--- config.mk ---
export PLATFORM = sky130hd
export DESIGN_NAME = scrolling_glyph_window_framer
export DESIGN_NICKNAME = d
export VERILOG_FILES = /design/src/hdl/sgwf_pkg.sv /design/src/hdl/scrolling_glyph_window_framer.sv /design/src/hdl/sgwf_useq.sv /design/src/hdl/sgwf_dpath.sv
export SDC_FILE = /design/constraint.sdc
export NUM_CORES = 2
export LEC_CHECK = 0
export BUFFER_PORTS_ARGS = -buffer_cell sky130_fd_sc_hd__buf_2
export CAP_MARGIN = 5
export CORE_ASPECT_RATIO = 0.6
export CORE_MARGIN = 8
export CORE_UTILIZATION = 50
export CTS_BUF_LIST = sky130_fd_sc_hd__clkbuf_8
export CTS_CLUSTER_SIZE = 8
export DETAILED_ROUTE_END_ITERATION = 10
export PLACE_DENSITY_LB_ADDON = 0.08
export SYNTH_ARGS = -nofsm -noshare
export SYNTH_HDL_FRONTEND = slang
export SYNTH_SLANG_ARGS = --single-unit
--- constraint.sdc ---
create_clock -name clk -period 9.4 [get_ports clk]
set_input_delay 0.47 -clock clk [delete_from_list [all_inputs] [get_ports clk]]
set_output_delay 0.47 -clock clk [all_outputs]
set_load 0.05 [all_outputs]
--- src/hdl/sgwf_pkg.sv ---
package sgwf_pkg;

  localparam int SGWF_STRIP_DEPTH       = 64;
  localparam int SGWF_DISPLAY_POSITIONS = 16;

  localparam int PIX_W       = 35;
  localparam int GLYPH_COLS  = 5;
  localparam int GLYPH_ROWS  = 7;
  localparam int IDX_W       = 6;
  localparam int OP_W        = 2;
  localparam int SEG_IDX_W   = 4;
  localparam int INTERVAL_W  = 16;
  localparam int GAP_W       = 8;
  localparam int COUNT_W     = 7;
  localparam int SPAN_W      = 9;
  localparam int CFG_IDX_W   = 2;
  localparam int CFG_DATA_W  = 16;
  localparam int IN_TDATA_W  = ((IDX_W + PIX_W + 7) / 8) * 8;
  localparam int OUT_TDATA_W = ((SEG_IDX_W + PIX_W + 7) / 8) * 8;
  localparam int PC_W        = 5;

  typedef enum logic [OP_W-1:0] {
    OP_LOAD  = 2'd0,
    OP_START = 2'd1,
    OP_STOP  = 2'd2,
    OP_TICK  = 2'd3
  } op_t;

  typedef enum logic [CFG_IDX_W-1:0] {
    REG_INTERVAL = 2'd0,
    REG_GAP      = 2'd1,
    REG_COUNT    = 2'd2
  } reg_idx_t;

  typedef enum logic [3:0] {
    UOP_NONE,
    UOP_ACCEPT,
    UOP_LOAD,
    UOP_START,
    UOP_STOP,
    UOP_TICK,
    UOP_CLR_TICKS,
    UOP_REM_INIT,
    UOP_REM_STEP,
    UOP_REM_DONE,
    UOP_ADVANCE,
    UOP_ZERO_OFS,
    UOP_FETCH,
    UOP_EMIT
  } uop_t;

  typedef enum logic [3:0] {
    COND_NEVER,
    COND_ALWAYS,
    COND_NO_REQ,
    COND_OP_LOAD,
    COND_OP_STOP,
    COND_OP_TICK,
    COND_INACTIVE,
    COND_TICK_SHORT,
    COND_TOTAL_ZERO,
    COND_OFS_LT_TOTAL,
    COND_CNT_NZ,
    COND_EMIT_MORE
  } cond_t;

  typedef struct packed {
    uop_t            uop;
    cond_t           cond;
    logic [PC_W-1:0] target;
  } uword_t;

  typedef struct packed {
    logic op_load;
    logic op_stop;
    logic op_tick;
    logic inactive;
    logic tick_short;
    logic total_zero;
    logic ofs_lt_total;
    logic cnt_nz;
    logic emit_more;
  } dp_status_t;

  // Program addresses.
  localparam logic [PC_W-1:0] S_WAIT      = 5'd0;
  localparam logic [PC_W-1:0] S_DISP_LOAD = 5'd1;
  localparam logic [PC_W-1:0] S_DISP_STOP = 5'd2;
  localparam logic [PC_W-1:0] S_DISP_TICK = 5'd3;
  localparam logic [PC_W-1:0] S_START     = 5'd4;
  localparam logic [PC_W-1:0] S_START_CHK = 5'd5;
  localparam logic [PC_W-1:0] S_START_GO  = 5'd6;
  localparam logic [PC_W-1:0] S_LOAD      = 5'd7;
  localparam logic [PC_W-1:0] S_STOP      = 5'd8;
  localparam logic [PC_W-1:0] S_TICK_CHK  = 5'd9;
  localparam logic [PC_W-1:0] S_TICK_INC  = 5'd10;
  localparam logic [PC_W-1:0] S_TICK_CMP  = 5'd11;
  localparam logic [PC_W-1:0] S_STEP      = 5'd12;
  localparam logic [PC_W-1:0] S_REM_INIT  = 5'd13;
  localparam logic [PC_W-1:0] S_REM_LOOP  = 5'd14;
  localparam logic [PC_W-1:0] S_REM_DONE  = 5'd15;
  localparam logic [PC_W-1:0] S_ADVANCE   = 5'd16;
  localparam logic [PC_W-1:0] S_EMPTY     = 5'd17;
  localparam logic [PC_W-1:0] S_FRAME     = 5'd18;
  localparam logic [PC_W-1:0] S_EMIT      = 5'd19;
  localparam logic [PC_W-1:0] S_END       = 5'd20;

  // Control store. A taken condition loads the target, otherwise the step
  // counter moves on by one.
  function automatic uword_t ucode(input logic [PC_W-1:0] pc);
    uword_t w;
    case (pc)
      S_WAIT:      w = '{UOP_ACCEPT,    COND_NO_REQ,       S_WAIT};
      S_DISP_LOAD: w = '{UOP_NONE,      COND_OP_LOAD,      S_LOAD};
      S_DISP_STOP: w = '{UOP_NONE,      COND_OP_STOP,      S_STOP};
      S_DISP_TICK: w = '{UOP_NONE,      COND_OP_TICK,      S_TICK_CHK};
      S_START:     w = '{UOP_START,     COND_NEVER,        S_WAIT};
      S_START_CHK: w = '{UOP_NONE,      COND_INACTIVE,     S_WAIT};
      S_START_GO:  w = '{UOP_NONE,      COND_ALWAYS,       S_FRAME};
      S_LOAD:      w = '{UOP_LOAD,      COND_ALWAYS,       S_WAIT};
      S_STOP:      w = '{UOP_STOP,      COND_ALWAYS,       S_WAIT};
      S_TICK_CHK:  w = '{UOP_NONE,      COND_INACTIVE,     S_WAIT};
      S_TICK_INC:  w = '{UOP_TICK,      COND_NEVER,        S_WAIT};
      S_TICK_CMP:  w = '{UOP_NONE,      COND_TICK_SHORT,   S_WAIT};
      S_STEP:      w = '{UOP_CLR_TICKS, COND_TOTAL_ZERO,   S_EMPTY};
      S_REM_INIT:  w = '{UOP_REM_INIT,  COND_OFS_LT_TOTAL, S_ADVANCE};
      S_REM_LOOP:  w = '{UOP_REM_STEP,  COND_CNT_NZ,       S_REM_LOOP};
      S_REM_DONE:  w = '{UOP_REM_DONE,  COND_NEVER,        S_WAIT};
      S_ADVANCE:   w = '{UOP_ADVANCE,   COND_ALWAYS,       S_FRAME};
      S_EMPTY:     w = '{UOP_ZERO_OFS,  COND_NEVER,        S_WAIT};
      S_FRAME:     w = '{UOP_FETCH,     COND_NEVER,        S_WAIT};
      S_EMIT:      w = '{UOP_EMIT,      COND_EMIT_MORE,    S_EMIT};
      S_END:       w = '{UOP_NONE,      COND_ALWAYS,       S_WAIT};
      default:     w = '{UOP_NONE,      COND_ALWAYS,       S_WAIT};
    endcase
    return w;
  endfunction

  // Row-major glyph to display order: bit p takes row p/5, column 4 - p%5.
  function automatic logic [PIX_W-1:0] pack_glyph(input logic [PIX_W-1:0] g);
    logic [PIX_W-1:0] r;
    r = '0;
    for (int row = 0; row < GLYPH_ROWS; row++) begin
      for (int col = 0; col < GLYPH_COLS; col++) begin
        r[row*GLYPH_COLS + col] = g[row*GLYPH_COLS + (GLYPH_COLS-1-col)];
      end
    end
    return r;
  endfunction

endpackage

--- src/hdl/scrolling_glyph_window_framer.sv ---
// A load in range is written to the strip memory, a stop clears the active flag, a tick
// while idle is dropped and a tick below the interval only counts; a start that leaves the
// strip active and a stepping tick fetch from the strip memory and then stream a frame.
// Throughput: a frame streams one result per cycle from the strip memory's read port while
// the sink is ready; when the registers shrank the cycle below the current offset, a stepping
// tick first runs a bit-serial remainder.
// Reset (rst_n low, synchronous) clears the registers, the scroll state and the output.
module scrolling_glyph_window_framer #(
  parameter int STRIP_DEPTH       = sgwf_pkg::SGWF_STRIP_DEPTH,
  parameter int DISPLAY_POSITIONS = sgwf_pkg::SGWF_DISPLAY_POSITIONS
) (
  input  logic                              clk,
  input  logic                              rst_n,
  input  logic                              in_tvalid,
  output logic                              in_tready,
  input  logic [sgwf_pkg::IN_TDATA_W-1:0]   in_tdata,   // glyph_index, glyph_pixels, zero pad
  input  logic [sgwf_pkg::OP_W-1:0]         in_tuser,   // operation
  output logic                              out_tvalid,
  input  logic                              out_tready,
  output logic [sgwf_pkg::OUT_TDATA_W-1:0]  out_tdata,  // segment_index, segment_bits, zero pad
  output logic                              out_tlast,
  input  logic                              cfg_valid,
  output logic                              cfg_ready,
  input  logic [sgwf_pkg::CFG_IDX_W-1:0]    cfg_index,
  input  logic [sgwf_pkg::CFG_DATA_W-1:0]   cfg_data
);
  import sgwf_pkg::*;

  uop_t                 uop;
  dp_status_t           st;
  logic [SEG_IDX_W-1:0] seg_idx;
  logic [PIX_W-1:0]     seg_bits;

  sgwf_useq u_useq (
    .clk       (clk),
    .rst_n     (rst_n),
    .in_tvalid (in_tvalid),
    .st        (st),
    .uop       (uop),
    .in_tready (in_tready)
  );

  sgwf_dpath #(
    .STRIP_DEPTH       (STRIP_DEPTH),
    .DISPLAY_POSITIONS (DISPLAY_POSITIONS)
  ) u_dpath (
    .clk       (clk),
    .rst_n     (rst_n),
    .uop       (uop),
    .st        (st),
    .in_tvalid (in_tvalid),
    .in_op     (in_tuser),
    .in_idx    (in_tdata[IDX_W-1:0]),
    .in_pix    (in_tdata[IDX_W +: PIX_W]),
    .cfg_valid (cfg_valid),
    .cfg_index (cfg_index),
    .cfg_data  (cfg_data),
    .out_valid (out_tvalid),
    .out_ready (out_tready),
    .out_idx   (seg_idx),
    .out_bits  (seg_bits),
    .out_last  (out_tlast)
  );

  assign cfg_ready = 1'b1;
  assign out_tdata = {{(OUT_TDATA_W - SEG_IDX_W - PIX_W){1'b0}}, seg_bits, seg_idx};

endmodule

--- src/hdl/sgwf_useq.sv ---
module sgwf_useq (
  input  logic               clk,
  input  logic               rst_n,
  input  logic               in_tvalid,
  input  sgwf_pkg::dp_status_t st,
  output sgwf_pkg::uop_t     uop,
  output logic               in_tready
);
  import sgwf_pkg::*;

  logic [PC_W-1:0] pc_r, pc_nxt;
  uword_t          word;
  logic            take;

  assign word = ucode(pc_r);

  always_comb begin
    case (word.cond)
      COND_NEVER:        take = 1'b0;
      COND_ALWAYS:       take = 1'b1;
      COND_NO_REQ:       take = !in_tvalid;
      COND_OP_LOAD:      take = st.op_load;
      COND_OP_STOP:      take = st.op_stop;
      COND_OP_TICK:      take = st.op_tick;
      COND_INACTIVE:     take = st.inactive;
      COND_TICK_SHORT:   take = st.tick_short;
      COND_TOTAL_ZERO:   take = st.total_zero;
      COND_OFS_LT_TOTAL: take = st.ofs_lt_total;
      COND_CNT_NZ:       take = st.cnt_nz;
      COND_EMIT_MORE:    take = st.emit_more;
      default:           take = 1'b0;
    endcase
  end

  always_comb begin
    pc_nxt = take ? word.target : pc_r + 1'b1;
  end

  always_ff @(posedge clk) begin
    if (!rst_n) begin
      pc_r <= S_WAIT;
    end else begin
      pc_r <= pc_nxt;
    end
  end

  assign uop       = word.uop;
  assign in_tready = (word.uop == UOP_ACCEPT);

endmodule

--- src/hdl/sgwf_dpath.sv ---
module sgwf_dpath #(
  parameter int STRIP_DEPTH       = sgwf_pkg::SGWF_STRIP_DEPTH,
  parameter int DISPLAY_POSITIONS = sgwf_pkg::SGWF_DISPLAY_POSITIONS
) (
  input  logic                            clk,
  input  logic                            rst_n,
  input  sgwf_pkg::uop_t                  uop,
  output sgwf_pkg::dp_status_t            st,
  input  logic                            in_tvalid,
  input  logic [sgwf_pkg::OP_W-1:0]       in_op,
  input  logic [sgwf_pkg::IDX_W-1:0]      in_idx,
  input  logic [sgwf_pkg::PIX_W-1:0]      in_pix,
  input  logic                            cfg_valid,
  input  logic [sgwf_pkg::CFG_IDX_W-1:0]  cfg_index,
  input  logic [sgwf_pkg::CFG_DATA_W-1:0] cfg_data,
  output logic                            out_valid,
  input  logic                            out_ready,
  output logic [sgwf_pkg::SEG_IDX_W-1:0]  out_idx,
  output logic [sgwf_pkg::PIX_W-1:0]      out_bits,
  output logic                            out_last
);
  import sgwf_pkg::*;

  localparam int AW = (STRIP_DEPTH > 1) ? $clog2(STRIP_DEPTH) : 1;
  localparam int KW = (DISPLAY_POSITIONS > 1) ? $clog2(DISPLAY_POSITIONS) : 1;
  localparam logic [SPAN_W-1:0] DEPTH_SPAN = SPAN_W'(STRIP_DEPTH);
  localparam logic [KW-1:0]     K_LAST     = KW'(DISPLAY_POSITIONS - 1);
  localparam logic [3:0]        REM_BITS   = 4'(SPAN_W - 1);

  // Configuration.
  logic [INTERVAL_W-1:0] interval_r, interval_nxt;
  logic [GAP_W-1:0]      gap_r, gap_nxt;
  logic [COUNT_W-1:0]    count_r, count_nxt;

  // Scroll state.
  logic [SPAN_W-1:0]     ofs_r, ofs_nxt;
  logic [INTERVAL_W-1:0] ticks_r, ticks_nxt;
  logic                  active_r, active_nxt;
  logic                  out_valid_r, out_valid_nxt;

  // Working registers.
  op_t                   op_r, op_nxt;
  logic [IDX_W-1:0]      idx_r, idx_nxt;
  logic [PIX_W-1:0]      pix_r, pix_nxt;
  logic [SPAN_W-1:0]     rem_r, rem_nxt;
  logic [SPAN_W-1:0]     dvd_r, dvd_nxt;
  logic [3:0]            cnt_r, cnt_nxt;
  logic [SPAN_W-1:0]     ptr_r, ptr_nxt;
  logic [KW-1:0]         k_r, k_nxt;
  logic                  blank_r, blank_nxt;
  logic [SEG_IDX_W-1:0]  out_idx_r, out_idx_nxt;
  logic [PIX_W-1:0]      out_bits_r, out_bits_nxt;
  logic                  out_last_r, out_last_nxt;

  logic [PIX_W-1:0]      strip_mem [STRIP_DEPTH];
  logic [PIX_W-1:0]      rd_data_r;

  logic [SPAN_W-1:0]     count_eff, total;
  logic [SPAN_W:0]       ofs_inc, ptr_inc, rem_sh, rem_diff;
  logic [SPAN_W-1:0]     ofs_wrap, ptr_src, ptr_wrap;
  logic                  src_blank, emit_free, rd_en, wr_en;
  logic [AW-1:0]         rd_addr, wr_addr;
  logic [AW+IDX_W-1:0]   idx_ext;
  logic [KW+SEG_IDX_W-1:0] k_ext;

  assign count_eff = ({2'b00, count_r} > DEPTH_SPAN) ? DEPTH_SPAN : {2'b00, count_r};
  assign total     = count_eff + {1'b0, gap_r};

  assign ofs_inc  = {1'b0, ofs_r} + 1'b1;
  assign ofs_wrap = (ofs_inc == {1'b0, total}) ? '0 : ofs_inc[SPAN_W-1:0];

  // The first fetch of a frame starts at the offset, later ones follow the pointer.
  assign ptr_src   = (uop == UOP_FETCH) ? ofs_r : ptr_r;
  assign ptr_inc   = {1'b0, ptr_src} + 1'b1;
  assign ptr_wrap  = (ptr_inc == {1'b0, total}) ? '0 : ptr_inc[SPAN_W-1:0];
  assign src_blank = (total == '0) || (ptr_src >= count_eff);

  assign emit_free = !out_valid_r || out_ready;
  assign rd_en     = (uop == UOP_FETCH) || ((uop == UOP_EMIT) && emit_free);
  assign rd_addr   = ptr_src[AW-1:0];
  assign idx_ext   = {{AW{1'b0}}, idx_r};
  assign wr_addr   = idx_ext[AW-1:0];
  assign wr_en     = (uop == UOP_LOAD) && ({3'b000, idx_r} < DEPTH_SPAN);

  // One restoring remainder step per cycle, dividend taken MSB first.
  assign rem_sh   = {rem_r, dvd_r[SPAN_W-1]};
  assign rem_diff = rem_sh - {1'b0, total};

  assign k_ext = {{SEG_IDX_W{1'b0}}, k_r};

  always_comb begin
    interval_nxt  = interval_r;
    gap_nxt       = gap_r;
    count_nxt     = count_r;
    ofs_nxt       = ofs_r;
    ticks_nxt     = ticks_r;
    active_nxt    = active_r;
    out_valid_nxt = out_valid_r;
    op_nxt        = op_r;
    idx_nxt       = idx_r;
    pix_nxt       = pix_r;
    rem_nxt       = rem_r;
    dvd_nxt       = dvd_r;
    cnt_nxt       = cnt_r;
    ptr_nxt       = ptr_r;
    k_nxt         = k_r;
    blank_nxt     = blank_r;
    out_idx_nxt   = out_idx_r;
    out_bits_nxt  = out_bits_r;
    out_last_nxt  = out_last_r;

    if (cfg_valid) begin
      case (cfg_index)
        REG_INTERVAL: interval_nxt = cfg_data;
        REG_GAP:      gap_nxt      = cfg_data[GAP_W-1:0];
        REG_COUNT:    count_nxt    = cfg_data[COUNT_W-1:0];
        default:      ;
      endcase
    end

    if (out_valid_r && out_ready) begin
      out_valid_nxt = 1'b0;
    end

    case (uop)
      UOP_ACCEPT: begin
        if (in_tvalid) begin
          op_nxt  = op_t'(in_op);
          idx_nxt = in_idx;
          pix_nxt = in_pix;
        end
      end
      UOP_START: begin
        ofs_nxt    = '0;
        ticks_nxt  = '0;
        active_nxt = (count_eff != '0);
      end
      UOP_STOP: active_nxt = 1'b0;
      UOP_TICK: begin
        if (ticks_r != '1) begin
          ticks_nxt = ticks_r + 1'b1;
        end
      end
      UOP_CLR_TICKS: ticks_nxt = '0;
      UOP_REM_INIT: begin
        rem_nxt = '0;
        dvd_nxt = ofs_r;
        cnt_nxt = REM_BITS;
      end
      UOP_REM_STEP: begin
        rem_nxt = (rem_sh >= {1'b0, total}) ? rem_diff[SPAN_W-1:0] : rem_sh[SPAN_W-1:0];
        dvd_nxt = {dvd_r[SPAN_W-2:0], 1'b0};
        cnt_nxt = cnt_r - 1'b1;
      end
      UOP_REM_DONE: ofs_nxt = rem_r;
      UOP_ADVANCE:  ofs_nxt = ofs_wrap;
      UOP_ZERO_OFS: ofs_nxt = '0;
      UOP_FETCH: begin
        k_nxt     = '0;
        ptr_nxt   = ptr_wrap;
        blank_nxt = src_blank;
      end
      UOP_EMIT: begin
        if (emit_free) begin
          out_valid_nxt = 1'b1;
          out_idx_nxt   = k_ext[SEG_IDX_W-1:0];
          out_bits_nxt  = blank_r ? '0 : pack_glyph(rd_data_r);
          out_last_nxt  = (k_r == K_LAST);
          k_nxt         = k_r + 1'b1;
          ptr_nxt       = ptr_wrap;
          blank_nxt     = src_blank;
        end
      end
      default: ;
    endcase
  end

  always_ff @(posedge clk) begin
    if (!rst_n) begin
      interval_r  <= '0;
      gap_r       <= '0;
      count_r     <= '0;
      ofs_r       <= '0;
      ticks_r     <= '0;
      active_r    <= 1'b0;
      out_valid_r <= 1'b0;
    end else begin
      interval_r  <= interval_nxt;
      gap_r       <= gap_nxt;
      count_r     <= count_nxt;
      ofs_r       <= ofs_nxt;
      ticks_r     <= ticks_nxt;
      active_r    <= active_nxt;
      out_valid_r <= out_valid_nxt;
    end
  end

  always_ff @(posedge clk) begin
    op_r       <= op_nxt;
    idx_r      <= idx_nxt;
    pix_r      <= pix_nxt;
    rem_r      <= rem_nxt;
    dvd_r      <= dvd_nxt;
    cnt_r      <= cnt_nxt;
    ptr_r      <= ptr_nxt;
    k_r        <= k_nxt;
    blank_r    <= blank_nxt;
    out_idx_r  <= out_idx_nxt;
    out_bits_r <= out_bits_nxt;
    out_last_r <= out_last_nxt;
  end

  always_ff @(posedge clk) begin
    if (wr_en) begin
      strip_mem[wr_addr] <= pix_r;
    end
    if (rd_en) begin
      rd_data_r <= strip_mem[rd_addr];
    end
  end

  always_comb begin
    st.op_load      = (op_r == OP_LOAD);
    st.op_stop      = (op_r == OP_STOP);
    st.op_tick      = (op_r == OP_TICK);
    st.inactive     = !active_r;
    st.tick_short   = (ticks_r < interval_r);
    st.total_zero   = (total == '0);
    st.ofs_lt_total = (ofs_r < total);
    st.cnt_nz       = (cnt_r != '0);
    st.emit_more    = !(emit_free && (k_r == K_LAST));
  end

  assign out_valid = out_valid_r;
  assign out_idx   = out_idx_r;
  assign out_bits  = out_bits_r;
  assign out_last  = out_last_r;

endmodule

==> impl_metrics.xml <==
<?xml version="1.0" encoding="UTF-8"?>
<metrics>
  <group name="run_status">
    <metric name="outcome" unit="">complete, no violations</metric>
  </group>
  <group name="timing">
    <metric name="final.min_clock_period" unit="ps">5650</metric>
    <metric name="hold_viol" unit="">0</metric>
    <metric name="worst_slew_pin_slew" unit="ps">1260</metric>
    <metric name="rsz0062_at_grt" unit="">false</metric>
    <metric name="finClkSkew" unit="ps">59.9</metric>
    <metric name="finalSetupTns" unit="ps">0</metric>
    <metric name="achievable-frequency" unit="MHz">177</metric>
    <metric name="timing_max_transition_violations_final" unit="">0</metric>
    <metric name="timing.final.setup_violations" unit="">0</metric>
    <metric name="worst_slew_margin_rel" unit="">0.156</metric>
    <metric name="final.period_utilization" unit="">0.601</metric>
  </group>
  <group name="grt">
    <metric name="wire_length_of_the_first_global_routing_pass" unit="um">422000</metric>
    <metric name="global_route.usage.total" unit="">0.266</metric>
    <metric name="first_global_vias" unit="">61400</metric>
    <metric name="grt_overflow_total" unit="">0</metric>
    <metric name="initial_antenna_violation_count" unit="">11</metric>
    <metric name="grt_start_max_net_pins" unit="">153</metric>
  </group>
  <group name="final_layout">
    <metric name="area_overhead_vs_synth" unit="%">10.8</metric>
    <metric name="final_layout_size_suffix_gt1_frac" unit="">0.0960</metric>
    <metric name="finish.net_count" unit="">8179</metric>
    <metric name="layout_commonest_cell" unit="">edfxtp_1</metric>
    <metric name="post_route_core_utilization" unit="">0.555</metric>
    <metric name="layout.cells.most_common_list" unit="">2394 x edfxtp_1, 2237 x nand2_1, 951 x nand3_1, 389 x clkbuf_8, 346 x a21oi_1</metric>
    <metric name="instances_no_fill" unit="">10900</metric>
  </group>
  <group name="worst_hold_path">
    <metric name="holdCritPathClass" unit="">primary input to register</metric>
    <metric name="min-delay-start" unit="">in_tdata[38]</metric>
  </group>
  <group name="cts">
    <metric name="tritoncts_num_sinks" unit="">2470</metric>
    <metric name="cts_setup_buffers" unit="">0</metric>
    <metric name="cts-root-to-sink-buffers" unit="">4</metric>
    <metric name="cts_inserted_buffers" unit="">374</metric>
    <metric name="clk-insertion-delay-late" unit="ps">970</metric>
    <metric name="cts_max_level" unit="">5</metric>
    <metric name="cts_root_buf" unit="">clkbuf_8</metric>
    <metric name="postCtsResizedCells" unit="">0</metric>
    <metric name="cts_tree" unit="">built</metric>
    <metric name="clk_transition_reported_paths" unit="ps">60</metric>
  </group>
  <group name="job">
    <metric name="maxCapViolCount" unit="">0</metric>
  </group>
  <group name="logic_synthesis">
    <metric name="synth_area" unit="sq mm">0.0998</metric>
    <metric name="synth.yosys.seq_area_share" unit="">0.736</metric>
    <metric name="syn-mean-instance-area" unit="sq um">12.7</metric>
    <metric name="synth-async-reset-ratio" unit="">0</metric>
    <metric name="ys.warnings.count" unit="">0</metric>
    <metric name="synth.net_count" unit="">7957</metric>
    <metric name="netlist_instances" unit="">7829</metric>
    <metric name="ys_ff_latch" unit="">2470</metric>
    <metric name="count_of_flip_flops_with_a_built_in_enable_after_synthesis" unit="">2394</metric>
    <metric name="synthFlopType" unit="">edfxtp_1</metric>
    <metric name="synthDistinctLibCells" unit="">79</metric>
  </group>
  <group name="worst_setup_path">
    <metric name="worst-endpoint-required" unit="ps">10140</metric>
    <metric name="arrival_time_of_data_at_the_critical_path_endpoint" unit="ps">6380</metric>
    <metric name="worstSetupStartpointType" unit="">register</metric>
    <metric name="r2r_start" unit="">u_useq.word[9]</metric>
    <metric name="path_max_fanout" unit="">104</metric>
    <metric name="worst_setup_path_startpoint" unit="">u_useq.word[9]</metric>
    <metric name="end_kind" unit="">register</metric>
    <metric name="critPathKind" unit="">register to register</metric>
  </group>
  <group name="power_and_ir_drop">
    <metric name="p_switching" unit="mW">5.50</metric>
    <metric name="power_frac_seq" unit="">0.573</metric>
    <metric name="power.switching_fraction" unit="">0.245</metric>
    <metric name="p_int" unit="mW">16.9</metric>
    <metric name="cellLeakagePower" unit="nW">38.1</metric>
    <metric name="pwr-share-clk" unit="">0.346</metric>
    <metric name="cellPowerDensity" unit="mW/mm^2">203</metric>
    <metric name="power.ir.vdd_worst" unit="uV">126</metric>
    <metric name="comb_power_share" unit="">0.081</metric>
  </group>
  <group name="placement">
    <metric name="numPlacedInstances" unit="">10200</metric>
    <metric name="buffer_ports.inserted" unit="">107</metric>
    <metric name="dp_hpwl" unit="um">146000</metric>
    <metric name="place_congestion" unit="">0.823</metric>
  </group>
  <group name="die">
    <metric name="width_of_the_die" unit="um">593</metric>
    <metric name="io_pins" unit="">117</metric>
    <metric name="floorplan.initialDensity" unit="">0.501</metric>
    <metric name="core.rowCount" unit="">127</metric>
    <metric name="placeableCoreArea" unit="sq mm">0.199</metric>
    <metric name="die_height" unit="um">362</metric>
    <metric name="die_area" unit="sq mm">0.215</metric>
  </group>
  <group name="drt">
    <metric name="totalWireLength" unit="um">294000</metric>
    <metric name="routed_length_per_placed_instance" unit="um">27.0</metric>
    <metric name="drt_iter0_drc" unit="">8496</metric>
    <metric name="vias_per_cell" unit="">5.96</metric>
    <metric name="firstDrtPassIters" unit="">7</metric>
    <metric name="post-route-drc-count" unit="">0</metric>
    <metric name="vias" unit="">64700</metric>
    <metric name="antenna_left" unit="">0</metric>
  </group>
</metrics>
-- cells by family after synthesis --
kind of cell | share of synthesized area
multiplexers | 0.0111
buffers and inverters | 0.0227
adder cells (fa/ha/maj) | 0.00705
AO/OA/AOI/OAI | 0.0565
AND/OR/NAND/NOR | 0.161
other | 0.0000752
flip-flops | 0.736
XOR/XNOR | 0.00562
-- cells in the mapped netlist, types with 7 or more instances --
library cell / number / area share
nor4_1: 39 / 0.0024
a21oi_1: 346 / 0.017
nor2_1: 151 / 0.0057
ha_1: 53 / 0.0066
nand3b_1: 10 / 0.00075
and3_1: 104 / 0.0065
clkbuf_1: 372 / 0.014
o21ai_0: 62 / 0.0031
edfxtp_1: 2394 / 0.72
xnor2_1: 37 / 0.0032
mux2i_1: 103 / 0.010
a21boi_0: 19 / 0.0014
buf_1: 71 / 0.0027
nand2_1: 2239 / 0.084
nor2b_1: 50 / 0.0031
a311oi_1: 256 / 0.022
nand3_1: 951 / 0.048
nand2b_1: 15 / 0.00094
a21o_1: 12 / 0.00090
dfxtp_1: 76 / 0.015
o221ai_1: 36 / 0.0032
o211a_1: 7 / 0.00070
nand4_1: 12 / 0.00075
buf_2: 62 / 0.0031
o211ai_1: 9 / 0.00068
nor3_1: 78 / 0.0039
inv_1: 59 / 0.0022
xor2_1: 27 / 0.0024
or3_1: 40 / 0.0025
a31oi_1: 37 / 0.0023
-- state kept, by name, indices dropped and copies added, names as in the netlist, 2 cells and up --
signal and flops:
u_dpath.pix_r 35, u_dpath.op_r 2, u_dpath.idx_r 6, u_dpath.dvd_r 9
u_dpath.out_bits 35, u_dpath.rem_r 9, u_dpath.ofs_r 9, u_dpath.k_r 4
u_dpath.count_r 7, u_dpath.interval_r 16, u_useq.word 13, u_dpath.ticks_r 16
u_dpath.ptr_r 9, u_dpath.out_idx 4, u_dpath.gap_r 8, u_dpath.strip_mem 2240
u_dpath.cnt_r 4, u_useq.pc_r 5, u_dpath.rd_data_r 35
-- area by class of cell --
class                      instances  area, sq um
clock inverter                   158          698
timing repair buffer             357         2780
antenna                            5         12.5
tap                             2644         3310
clock buffer                     389         5350
sequential                      2470        73400
fill                           16500        88600
multi-input combinational       4786        24700
inverter                          62          254
-- stage by stage --
step,worst slack [ps],hold slack [ps],total power [mW],instance area (sq um)
after floorplan,4780,436,14.1,99800
after global placement,3850,446,14.8,104000
after detailed placement,3840,450,14.9,104000
after CTS,3830,139,22.6,111000
after global routing,3440,170,23.2,111000
final,3750,226,22.5,111000
-- power by group through the flow --
stage / combinational [mW] / clock, mW / sequential, mW
finish: 1.81 / 7.77 / 12.9
global route: 1.95 / 8.36 / 12.9
CTS: 1.79 / 7.93 / 12.9
detailed placement: 1.76 / 0 / 13.1
global placement: 1.71 / 0 / 13.1
floorplan: 0.808 / 0 / 13.3
-- path summary, 6_finish.rpt --
kind / end / slack [ps] / cells after the start
min: u_dpath.pix_r[32] / 230 / 2
max: u_dpath.rd_data_r[1] / 3750 / 13
max reg2reg: u_dpath.rd_data_r[1] / 3750 / 13
min reg2reg: u_dpath.interval_r[11] / 460 / 2
-- per-layer routing --
| layer | wire [um] | vias up | global-route usage |
|---|---|---|---|
| li1 | - | 29000 | - |
| met4 | 7330 | 2 | 0.0695 |
| met2 | 126000 | 3030 | 0.390 |
| met1 | 131000 | 32200 | 0.402 |
| met5 | 13 | - | 0 |
| met3 | 29500 | 448 | 0.0589 |
-- worst max-delay path, cell delays in order (launching register included) --
cell	delay (ps)
dfxtp_1	580
and4bb_1	260
buf_4	220
mux2i_4	220
buf_12	260
inv_8	550
buf_4	850
buf_4	790
nand2_1	140
nand3_1	120
a21oi_1	70
nor4_1	520
a31oi_1	230
a21oi_1	400
-- repair_timing --
action,4_1_cts,5_1_grt
hold endpoints to repair,83,0
hold buffers,78,0
endpoints found under the setup margin,0,0
Power figures use the tool's default switching activity.
